===== config.mk =====
export PLATFORM = sky130hd
export DESIGN_NAME = sequence_reorder_buffer_unit
export DESIGN_NICKNAME = d
export VERILOG_FILES = /design/src/sv/sro_pkg.sv /design/src/sv/sro_ctrl.sv /design/src/sv/sro_dp.sv /design/src/sv/sequence_reorder_buffer_unit.sv
export SDC_FILE = /design/constraint.sdc
export NUM_CORES = 2
export LEC_CHECK = 0
export BUFFER_PORTS_ARGS = -buffer_cell sky130_fd_sc_hd__buf_2
export CORE_AREA = 5 5 410 371
export DETAILED_ROUTE_END_ITERATION = 16
export DIE_AREA = 0 0 415 376
export PLACE_DENSITY = 0.66
export SETUP_SLACK_MARGIN = 0.05
export SLEW_MARGIN = 20
export SYNTH_ARGS = -nofsm -noshare
export SYNTH_HDL_FRONTEND = slang
export SYNTH_SLANG_ARGS = --single-unit

===== constraint.sdc =====
create_clock -name clk -period 8.1 [get_ports clk]
set_input_delay 0.405 -clock clk [delete_from_list [all_inputs] [get_ports clk]]
set_output_delay 0.405 -clock clk [all_outputs]
set_load 0.05 [all_outputs]

===== src/sv/sro_pkg.sv =====
`default_nettype none

package sro_pkg;

	localparam int DefWaitDepth = 32;
	localparam int IdxW = 32;
	localparam int HdlW = 16;
	localparam int LimW = 5;
	localparam logic [LimW-1:0] LimReset = 5'd31;
	localparam int TdataW = 48;

	localparam logic KindRelease = 1'b0;
	localparam logic KindError = 1'b1;

	typedef enum logic [2:0] {
		S_IDLE,
		S_DECIDE,
		S_PROBE_DUP,
		S_PARK,
		S_PROBE_NEXT,
		S_LOAD_NEXT,
		S_CHAIN,
		S_ERR
	} state_t;

	typedef enum logic {
		KEY_INPUT,
		KEY_EXPECTED
	} key_sel_t;

	typedef struct packed {
		logic load_in;
		logic direct;
		logic probe;
		key_sel_t key_sel;
		logic park;
		logic set_halt;
		logic release_slot;
		logic take_mem;
		logic emit_last;
		logic emit_err;
	} cmd_t;

	typedef struct packed {
		logic halted;
		logic idx_eq_exp;
		logic match_any;
		logic overflow;
		logic out_free;
	} sts_t;

endpackage

`default_nettype wire


===== src/sv/sro_ctrl.sv =====
`default_nettype none

module sro_ctrl
	import sro_pkg::*;
(
	input  wire       clk,
	input  wire       arst_n,
	input  wire       in_valid,
	output logic      in_ready,
	input  wire sts_t sts,
	output cmd_t      cmd
);

	state_t state_q, state_nxt;

	always_ff @(posedge clk or negedge arst_n) begin
		if (!arst_n) begin
			state_q <= S_IDLE;
		end else begin
			state_q <= state_nxt;
		end
	end

	always_comb begin
		state_nxt = state_q;
		unique case (state_q)
			S_IDLE: begin
				if (in_valid) state_nxt = S_DECIDE;
			end
			S_DECIDE: begin
				if (sts.halted) state_nxt = S_ERR;
				else if (sts.idx_eq_exp) state_nxt = S_PROBE_NEXT;
				else state_nxt = S_PROBE_DUP;
			end
			S_PROBE_DUP: state_nxt = S_PARK;
			S_PARK: begin
				if (!sts.match_any && sts.overflow) state_nxt = S_ERR;
				else state_nxt = S_IDLE;
			end
			S_PROBE_NEXT: state_nxt = S_CHAIN;
			S_LOAD_NEXT: state_nxt = S_CHAIN;
			S_CHAIN: begin
				if (sts.out_free) state_nxt = sts.match_any ? S_LOAD_NEXT : S_IDLE;
			end
			S_ERR: begin
				if (sts.out_free) state_nxt = S_IDLE;
			end
			default: state_nxt = S_IDLE;
		endcase
	end

	always_comb begin
		cmd = '0;
		cmd.key_sel = KEY_EXPECTED;
		in_ready = 1'b0;
		unique case (state_q)
			S_IDLE: begin
				in_ready = 1'b1;
				cmd.load_in = in_valid;
			end
			S_DECIDE: cmd.direct = !sts.halted && sts.idx_eq_exp;
			S_PROBE_DUP: begin
				cmd.probe = 1'b1;
				cmd.key_sel = KEY_INPUT;
			end
			S_PARK: begin
				cmd.park = !sts.match_any && !sts.overflow;
				cmd.set_halt = !sts.match_any && sts.overflow;
			end
			S_PROBE_NEXT: cmd.probe = 1'b1;
			S_LOAD_NEXT: begin
				cmd.probe = 1'b1;
				cmd.take_mem = 1'b1;
			end
			S_CHAIN: begin
				cmd.release_slot = sts.out_free && sts.match_any;
				cmd.emit_last = sts.out_free && !sts.match_any;
			end
			S_ERR: cmd.emit_err = sts.out_free;
			default: cmd = '0;
		endcase
	end

endmodule

`default_nettype wire


===== src/sv/sro_dp.sv =====
`default_nettype none

module sro_dp
	import sro_pkg::*;
#(
	parameter int WAIT_DEPTH = DefWaitDepth
) (
	input  wire               clk,
	input  wire               arst_n,
	input  wire cmd_t         cmd,
	output sts_t              sts,
	input  wire  [IdxW-1:0]   in_index,
	input  wire  [HdlW-1:0]   in_handle,
	input  wire               cfg_we,
	input  wire  [LimW-1:0]   cfg_limit,
	output logic              out_valid,
	input  wire               out_ready,
	output logic              out_kind,
	output logic [HdlW-1:0]   out_handle,
	output logic [IdxW-1:0]   out_index,
	output logic              out_last
);

	localparam int SlotW = $clog2(WAIT_DEPTH);
	localparam int CntW = $clog2(WAIT_DEPTH + 1);
	localparam int CmpW = (CntW > LimW) ? CntW : LimW;

	logic [IdxW-1:0]       idx_q;
	logic [HdlW-1:0]       hdl_q;
	logic [IdxW-1:0]       exp_q;
	logic [WAIT_DEPTH-1:0] valid_q;
	logic [IdxW-1:0]       eidx_q [WAIT_DEPTH];
	logic [HdlW-1:0]       hdl_mem [WAIT_DEPTH];
	logic [HdlW-1:0]       mem_rd_q;
	logic [WAIT_DEPTH-1:0] match_q;
	logic [SlotW-1:0]      free_idx_q;
	logic                  free_any_q;
	logic [CntW-1:0]       count_q;
	logic                  halt_q;
	logic [LimW-1:0]       limit_q;
	logic [HdlW-1:0]       cur_hdl_q;
	logic [IdxW-1:0]       cur_idx_q;
	logic                  out_valid_q;
	logic                  out_kind_q;
	logic [HdlW-1:0]       out_hdl_q;
	logic [IdxW-1:0]       out_idx_q;
	logic                  out_last_q;

	logic [IdxW-1:0]       key;
	logic [WAIT_DEPTH-1:0] match_nxt;
	logic [SlotW-1:0]      free_nxt;
	logic [SlotW-1:0]      hit_slot;
	logic                  out_free;
	logic                  emit;

	assign key = (cmd.key_sel == KEY_INPUT) ? idx_q : exp_q;
	assign out_free = !out_valid_q || out_ready;
	assign emit = cmd.release_slot || cmd.emit_last || cmd.emit_err;

	// parallel tag compare, one comparator per entry
	always_comb begin
		for (int i = 0; i < WAIT_DEPTH; i++) begin
			match_nxt[i] = valid_q[i] && (eidx_q[i] == key);
		end
	end

	// lowest free slot
	always_comb begin
		free_nxt = '0;
		for (int i = WAIT_DEPTH - 1; i >= 0; i--) begin
			if (!valid_q[i]) free_nxt = SlotW'(i);
		end
	end

	// match vector is one-hot: indices in the table are unique
	always_comb begin
		hit_slot = '0;
		for (int i = 0; i < WAIT_DEPTH; i++) begin
			if (match_q[i]) hit_slot = hit_slot | SlotW'(i);
		end
	end

	always_comb begin
		sts.halted = halt_q;
		sts.idx_eq_exp = (idx_q == exp_q);
		sts.match_any = |match_q;
		sts.overflow = (CmpW'(count_q) > CmpW'(limit_q)) || !free_any_q;
		sts.out_free = out_free;
	end

	always_ff @(posedge clk or negedge arst_n) begin
		if (!arst_n) begin
			exp_q <= '0;
			valid_q <= '0;
			count_q <= '0;
			halt_q <= 1'b0;
			limit_q <= LimReset;
			out_valid_q <= 1'b0;
		end else begin
			if (cfg_we) limit_q <= cfg_limit;
			if (cmd.direct || cmd.release_slot) exp_q <= exp_q + 1'b1;
			if (cmd.park) begin
				valid_q[free_idx_q] <= 1'b1;
				count_q <= count_q + 1'b1;
			end
			if (cmd.release_slot) begin
				valid_q[hit_slot] <= 1'b0;
				count_q <= count_q - 1'b1;
			end
			if (cmd.set_halt) halt_q <= 1'b1;
			if (emit) out_valid_q <= 1'b1;
			else if (out_ready) out_valid_q <= 1'b0;
		end
	end

	always_ff @(posedge clk) begin
		if (cmd.load_in) begin
			idx_q <= in_index;
			hdl_q <= in_handle;
		end
		if (cmd.probe) match_q <= match_nxt;
		free_idx_q <= free_nxt;
		free_any_q <= !(&valid_q);
		if (cmd.park) begin
			eidx_q[free_idx_q] <= idx_q;
			hdl_mem[free_idx_q] <= hdl_q;
		end
		mem_rd_q <= hdl_mem[hit_slot];
		if (cmd.direct) begin
			cur_hdl_q <= hdl_q;
			cur_idx_q <= idx_q;
		end
		if (cmd.release_slot) cur_idx_q <= exp_q;
		if (cmd.take_mem) cur_hdl_q <= mem_rd_q;
		if (cmd.release_slot || cmd.emit_last) begin
			out_kind_q <= KindRelease;
			out_hdl_q <= cur_hdl_q;
			out_idx_q <= cur_idx_q;
			out_last_q <= cmd.emit_last;
		end
		if (cmd.emit_err) begin
			out_kind_q <= KindError;
			out_hdl_q <= '0;
			out_idx_q <= '0;
			out_last_q <= 1'b1;
		end
	end

	assign out_valid = out_valid_q;
	assign out_kind = out_kind_q;
	assign out_handle = out_hdl_q;
	assign out_index = out_idx_q;
	assign out_last = out_last_q;

endmodule

`default_nettype wire


===== src/sv/sequence_reorder_buffer_unit.sv =====
`default_nettype none

// Channel   Dir  Handshake              Payload
// s_axis    in   tvalid/tready          tdata: order_index, frame_handle
// m_axis    out  tvalid/tready          tdata: released_handle, released_index;
//                                       tuser: kind; tlast: last of a transaction's results
// cfg       in   cfg_valid/cfg_ready    cfg_data: wait_limit
//
// One input at a time, taken only in idle; the decision is made in the cycle after accept.
// States after accept: decide, probe, park for a parked or dropped frame, then error on an
// overflow; decide, probe, chain for a direct release, plus load and chain per frame
// drained (tag compare register, then handle memory read); decide, error while halted.
// An untaken result in the output register holds the chain or error state in place.
// Reset clears expected index, valid bits, count, halt flag, sets limit 31; no clearing pass.

module sequence_reorder_buffer_unit
	import sro_pkg::*;
#(
	parameter int WAIT_DEPTH = DefWaitDepth
) (
	input  wire                clk,
	input  wire                arst_n,
	input  wire                s_axis_tvalid,
	output logic               s_axis_tready,
	input  wire  [TdataW-1:0]  s_axis_tdata,   // [31:0] order_index, [47:32] frame_handle
	output logic               m_axis_tvalid,
	input  wire                m_axis_tready,
	output logic [TdataW-1:0]  m_axis_tdata,   // [15:0] released_handle, [47:16] released_index
	output logic               m_axis_tuser,   // [0] kind
	output logic               m_axis_tlast,
	input  wire                cfg_valid,
	output logic               cfg_ready,
	input  wire  [LimW-1:0]    cfg_data        // wait_limit
);

	cmd_t cmd;
	sts_t sts;
	logic [HdlW-1:0] out_handle;
	logic [IdxW-1:0] out_index;

	// limit register is always writable
	assign cfg_ready = 1'b1;

	sro_ctrl u_ctrl (
		.clk      (clk),
		.arst_n   (arst_n),
		.in_valid (s_axis_tvalid),
		.in_ready (s_axis_tready),
		.sts      (sts),
		.cmd      (cmd)
	);

	sro_dp #(
		.WAIT_DEPTH(WAIT_DEPTH)
	) u_dp (
		.clk        (clk),
		.arst_n     (arst_n),
		.cmd        (cmd),
		.sts        (sts),
		.in_index   (s_axis_tdata[IdxW-1:0]),
		.in_handle  (s_axis_tdata[IdxW+HdlW-1:IdxW]),
		.cfg_we     (cfg_valid && cfg_ready),
		.cfg_limit  (cfg_data),
		.out_valid  (m_axis_tvalid),
		.out_ready  (m_axis_tready),
		.out_kind   (m_axis_tuser),
		.out_handle (out_handle),
		.out_index  (out_index),
		.out_last   (m_axis_tlast)
	);

	assign m_axis_tdata = {out_index, out_handle};

	// only one result may be pushed per cycle
	a_one_emit: assert property (@(posedge clk) disable iff (!arst_n)
		$onehot0({cmd.release_slot, cmd.emit_last, cmd.emit_err}))
		else $error("more than one result pushed in a cycle");

	// a push never overwrites an untaken result
	a_emit_free: assert property (@(posedge clk) disable iff (!arst_n)
		(cmd.release_slot || cmd.emit_last || cmd.emit_err) |-> sts.out_free)
		else $error("result pushed into a full output register");

	// halt is sticky until reset
	a_halt_sticky: assert property (@(posedge clk) disable iff (!arst_n)
		sts.halted |=> sts.halted)
		else $error("halt flag dropped without reset");

	// nothing is parked or released once halted
	a_halt_quiet: assert property (@(posedge clk) disable iff (!arst_n)
		sts.halted |-> !(cmd.park || cmd.direct))
		else $error("table activity while halted");

endmodule

`default_nettype wire


# Word level (Yosys, flattened, before mapping)
# Memory sizes are Yosys's and may differ from the RTL's. A register that Yosys moved wholly into a read port is not among the register bits.
# Cells that the tools add are included.
# word_totals
ff_bits,264
ramBits,1536
in_bits,58
output_inout_bits,53
word_cells,246
memories,2
# op_classes
n_addsub,3
magnitude_cmp,5
eq_ne,43
n_mux,104
bitwise_logic,3
reduce_logical,64
# memory_table
memory,depth,width,read_ports,rd_clocked_by_memory_dff,write_ports,line_no,source
u_dp.eidx_q,32,32,32,0,1,sro_dp.sv:32,logic [IdxW-1:0] eidx_q [WAIT_DEPTH];
u_dp.hdl_mem,32,16,1,1,1,sro_dp.sv:33,logic [HdlW-1:0] hdl_mem [WAIT_DEPTH];
# op_table
op,count
$eq A32 B32 Y1,33
$mux W32,5
$mux W5,32
$mux W3,22
$mux W4,16
$logic_and A1 B1 Y1,39
$add A32 B1 Y32 const B,1
$and A32 B32 Y32,1
$mux W16,2
$not A32 Y32,1
$or A32 B32 Y32,1
$reduce_and A32 Y1,1
$reduce_or A32 Y1,1
$pmux W3 S7,1
$mux W1,17
$reduce_and A16 Y1,1
$eq A3 B3 Y1 const B,4
$lt A5 B6 Y1 const B,2
$mux W6,2
$demux W1 S5,2
$ge A5 B1 Y1 const B,2
$mux W2,5
$reduce_and A8 Y1,1
$reduce_bool A2 Y1,4
other kinds (15),26

# Logic depth before layout (Yosys ltp)
# depth
word_depth,38
ltp_mapped,15
ltp_nobuf,12

# Cells and area by module
# Synthesis repeated with hierarchy kept, for this count alone.
# unflattened
cells_unflattened,4815
area_unflattened_um2,74665.4
# modules_own_cells
mod,instances,cells_each,area_each_um2,seq_area_each_um2
sro_dp,1,4774,74361.3,53342.4
sro_ctrl,1,39,292.8,75.1
sequence_reorder_buffer_unit,1,2,11.3,0.0

# Worst setup path before layout
# No wires, ideal clock.
# synth_path
kind,register -> register
start,register u_dp.limit_q[1]
end,"memory u_dp.eidx_q[17][0], enable pin"
setup_time_ps,516
t_arrival_ps,5389
required_time_ps,7584
setup_slack_ps,2196
path_stages_with_launch,11
path_buffers,2
synth_period_minus_slack_ps,5904
path_cell_list,dfstp_2 > inv_1 > ha_1 > nor2b_1 > o21a_1 > o21ai_0 > a21oi_1 > or3_1 > buf_2 > buf_2 > nor3_1
# synth_between
elab_chain_len,7
# synth_lines
item,line_no,source
from (decl),sro_dp.sv:40,logic [LimW-1:0] limit_q;
from (signal assigned),sro_dp.sv:97,limit_q <= LimReset;
from (signal assigned),sro_dp.sv:100,if (cfg_we) limit_q <= cfg_limit;
$gt A6 B5 Y1,sro_dp.sv:87,sts.overflow = (CmpW'(count_q) > CmpW'(limit_q)) || !free_any_q;
$logic_or A1 B1 Y1,sro_dp.sv:87,
$logic_not A1 Y1,sro_ctrl.sv:67,cmd.park = !sts.match_any && !sts.overflow;
$logic_and A1 B1 Y1,sro_ctrl.sv:67,
$mux W2,sro_ctrl.sv:56,unique case (state_q)
$mux W1,sro_dp.sv:124,if (cmd.park) begin
$mux W1 (implied by the code),sro_dp.sv:125,eidx_q[free_idx_q] <= idx_q;
to (decl),sro_dp.sv:32,
# Every way passes these cells.

# Worst setup path in the final report
# layout_path
start,register u_ctrl.state_q[2]
end,register u_dp.match_q[3] (data pin)
# layout_between
elab_chain_len,4
# layout_lines
item,line_no,source
from (decl),sro_ctrl.sv:14,"state_t state_q, state_nxt;"
from (signal assigned),sro_ctrl.sv:20,state_q <= state_nxt;
$eq A3 B2 Y1,sro_ctrl.sv:56,
$mux W32,sro_dp.sv:56,assign key = (cmd.key_sel == KEY_INPUT) ? idx_q : exp_q;
$eq A32 B32 Y1,sro_dp.sv:63,match_nxt[i] = valid_q[i] && (eidx_q[i] == key);
$logic_and A1 B1 Y1,sro_dp.sv:63,
named net u_dp.match_nxt[3],sro_dp.sv:50,logic [WAIT_DEPTH-1:0] match_nxt;
to (signal assigned),sro_dp.sv:121,if (cmd.probe) match_q <= match_nxt;
to (decl),sro_dp.sv:35,logic [WAIT_DEPTH-1:0] match_q;
# The timed path passes the listed nets, and every way through them passes these cells.
# A chain may end at the register's enable or synchronous reset.

==> implementation parameters <==
Parameter                              Value

Placement
  Routability congestion estimate from global placement ... 0.9330
  Buffers added on ports ... 109
  Post-DP HPWL ... 140.5 mm

Global routing
  Congestion Overflow GR ... 0
  Wire length of the first global-routing pass ... roughly 340 mm
  Global-route usage over all layers ... 30.92%
  Initial antenna violation count ... 28
  Maximum number of pins on one net before global-route repair ... 154
  Via count of the first global-routing pass ... between 40000 and 50000

STA
  Worst-margin pin slew ... 1.304 ns
  RSZ-0062 raised after global routing ... no
  Min Tclk post-route ... 5.060 ns
  Fin. max-slew vios ... 0
  Clock Skew ... 0.04240 ns
  Count of final setup violators ... 0
  Share of the clock period used by the worst path after layout ... 62.48%
  Max_slew headroom ... between 10% and 20%
  Setup Total Neg Slack ... 0 ns
  Final-report hold violation count ... 0
  Fmax achieved ... 0.1976 GHz

Drt
  Met3 routed wirelength ... about 35 mm
  Routed wire length per instance ... about 33 um
  Starting DRC count in detailed routing ... roughly 8600
  Routed metal-1 wirelength ... 95.52 mm
  Routed length on met2 ... 105.3 mm
  Number of iterations in the first detailed-routing pass ... 5
  Remaining number of nets flagged by the antenna check after routing ... 0
  Routed via count divided by cell count ... 6.253
  DRC violations left ... 0
  Number of vias after detailed routing ... 46051
  Highest signal layer in the routed design ... met5
  Wirelength, routed ... 245.4 mm

Synth
  #FFs+latches synth ... 1816
  Mean Syn Cell Area ... 15.20 um2
  Yosys warning count ... 0
  Fraction of the yosys area taken by sequential cells ... 71.57%
  Async S/R FF share, synth ... 4.405%
  Synthesized-area fraction occupied by and/or/nand/nor cells ... 9.254%
  Gate count after technology mapping ... 4911
  Post-Synth Adder-Cell Area ... 0.1945%
  Count of unique library cells instantiated by Yosys ... 72
  Mux cell area share after synthesis ... 2.416%
  Main synth FF type ... edfxtp_1
  Syn Std Cell Area ... 74630 um2
  Post-synthesis cell type with the largest combined area ... edfxtp_1
  Yosys top cell area share ... 66.95%
  Fraction of the mapped netlist area in compound gates ... under 10%
  Post-synth EDFFs ... 1664
  Largest family of logic cells by synthesized area ... XOR/XNOR gates
  Net count after synthesis ... ~5000
  Ranking of synthesized cells by area ... edfxtp_1 (67%), xor2_1 (11%), nand2_1 (2.9%)
  Area share of xor/xnor cells in the synthesized design ... approximately an eighth

Pwr
  P per Cell Area ... 302.0 nW/um2
  IR drop worst, VDD ... 0.0002658 V
  Leakage power of the design ... 0.02856 uW

Critical path
  Capture point of the critical path ... u_dp.match_q[3]
  Cell count of the worst reg-to-reg path ... 9
  Class of the most critical setup path ... reg2reg
  Endpoint of the worst-slack reg-to-reg timing path ... u_dp.match_q[3]
  Category of the worst setup path launch point ... flop
  Worst reg2reg setup slack ... 3.04 ns
  Critical Path Fanout Max ... 34
  Critical path, cell by cell ... nor3b_4 > buf_12 > mux2i_4 > buf_4 > xor2_1 > nand4_1 > nor4_1 > nand4_1 > nor4_1
  Worst path arrival time ... 5.49 ns
  Cell with the largest stage delay on the worst path ... nor4_1
  Delay of the slowest critical-path stage ... between 1 and 1.5 ns
  Reg-to-reg startpoint ... u_ctrl.state_q[2]
  Crit path capture type ... flop
  Setup crit start ... u_ctrl.state_q[2]
  Critical path required time ... 8.53 ns

Finish
  Combined area of the multi-input logic cells ... 20130 um2
  Number of inserted filler cells in the final layout ... 11356
  Fraction of the core area covered by cells at the end of the flow ... just under 60%
  Number of nets in the finished design ... 5296
  Proportion of layout cells with a drive suffix above 1 ... between 10% and 20%
  Sequential cell area ... between 50000 and 60000 um2
  Growth of design area from synthesis to finish ... 13.93%

CTS
  Post-CTS clock slew at the launch and capture registers of the worst setup and hold paths ... 0.06 ns
  TritonCTS clock tree ... yes
  Insertion delay of the later-clocked pin in the worst-skew pair ... between 0.8 and 0.9 ns
  Clock tree sinks ... 1816
  Setup Buffers After CTS ... 0
  Number of buffers added to fix hold violations after cts ... 63
  Number of gates given a new drive strength after cts ... 0
  Buffer levels on the longest clock path ... 3
  Number of H-tree levels ... 4
  Total CTS buffers ... 179
  Clock Root Buffer ... clkbuf_16

Floorplanning
  Die X ... a little over 400 um
  Placeable core area ... 147500 um2
  Initial cell density of the core ... 50.59%
  Core Rows ... 134
  Io pins ... 111
  Die Outline Area ... 156000 um2
  Vert. Die Dim ... 376 um

Min path
  Type of the tightest min-delay check ... in2async

Job
  Number of violations of the max-capacitance limit ... 0

Outcome
  Run status ... finished clean
-- power by group --
part	total, uW	switching [uW]	leakage, uW	internal (uW)
registers	11200	272	0.0167	10900
clock network	8380	3560	0.00289	4820
logic	6120	4530	0.00900	1580
total	25700	8370	0.0286	17300
-- stage by stage --
stage	setup WS (ns)	power, uW	hold WS (ns)	std cells	cell area (um2)
floorplan	2.196	14790	0.1094	4911	74630
global placement	2.838	17220	0.3602	6947	78320
detailed placement	3.278	17260	0.3597	6950	78360
CTS	3.241	25570	0.04363	7346	84890
global route	3.076	26320	0.09299	7352	85000
finish	3.040	25680	0.08787	7365	85030
-- sequential cells by signal, indices dropped and copies added, names as in the netlist, 3 cells and up --
signal / count
u_dp.limit_q: 5
u_dp.free_idx_q: 5
u_dp.out_handle: 16
u_ctrl.state_q: 3
u_dp.count_q: 6
u_dp.mem_rd_q: 16
u_dp.hdl_mem: 512
u_dp.eidx_q: 1024
u_dp.cur_hdl_q: 16
u_dp.valid_q: 32
u_dp.hdl_q: 16
u_dp.cur_idx_q: 32
u_dp.exp_q: 32
u_dp.out_index: 32
u_dp.match_q: 32
u_dp.idx_q: 32
-- how the worst min path moves through the flow --
stage | start | end | slack, ns | cells after the start
5_1_grt | arst_n | u_dp.exp_q[12] | 0.09 | 2
3_3_place_gp | arst_n | u_dp.exp_q[17] | 0.36 | 1
3_5_place_dp | arst_n | u_dp.exp_q[17] | 0.36 | 1
2_1_floorplan | arst_n | u_ctrl.state_q[0] | 0.11 | 0
4_1_cts | arst_n | u_dp.exp_q[12] | 0.04 | 2
6_report | arst_n | u_dp.exp_q[12] | 0.09 | 2
-- layout by cell type (no fill, tap or decap), types with 40 or more instances in the layout --
master            n
buf_2           109
nand3_1         264
dlygate4sd3_1    63
dfrtp_1          75
a31oi_1          40
nand4_1         267
mux2_2           53
nand2_1         572
and3_1           52
xnor2_1         192
edfxtp_1       1664
buf_4           186
dfxtp_1          72
xor2_1          897
clkbuf_1         47
nor4_1          112
mux2i_1          52
clkbuf_16       186
-- synth_stat cells (19+ instances only) --
cell,count
dfrtp_1,75
buf_2,47
o21ai_0,19
dfxtp_1,72
nor3_1,37
buf_1,20
a21oi_1,19
mux2i_1,52
buf_4,38
nand2_1,573
mux2i_4,28
nand3_1,265
nor4_1,115
mux2_2,53
and3_1,52
buf_6,25
clkbuf_1,112
xnor2_1,192
nand4_1,267
nor2_1,48
a2bb2oi_1,32
edfxtp_1,1664
a31oi_1,40
xor2_1,897
-- area by class of cell --
class / instances / area share, %
clock inverter: 83 / 0.9785
tap: 1972 / 2.902
clock buffer: 250 / 5.956
sequential: 1816 / 62.82
antenna: 14 / 0.04120
timing repair buffer: 381 / 3.561
inverter: 15 / 0.06621
multi-input combinational: 2834 / 23.68
-- worst max-delay path: cells and delay by family (launching register included) --
family | cells | cell delay [ns]
AND/OR/NAND/NOR | 5 | 1.97
buffers and inverters | 2 | 1.21
multiplexers | 1 | 0.69
flip-flops | 1 | 0.55
XOR/XNOR | 1 | 0.19
-- cell families (layout without fill, tap and decap cells) --
logic type / count (synthesis) / after routing
AOI/OAI and AO/OA: 194 / 194
xor gates and xnor gates: 1089 / 1089
adders and majority gates: 11 / 11
buffers and inverters: 261 / 729
DFF: 1816 / 1816
muxes: 137 / 137
other: 1 / 15
and+or+nand+nor: 1402 / 1402
-- routing by layer --
layer	global-route usage, %	vias to the layer above
li1	-	18807
met1	45.05	23185
met2	44.98	3512
met3	8.462	541
met4	11.02	6
met5	0	-
(Power assumes the default switching activity.)
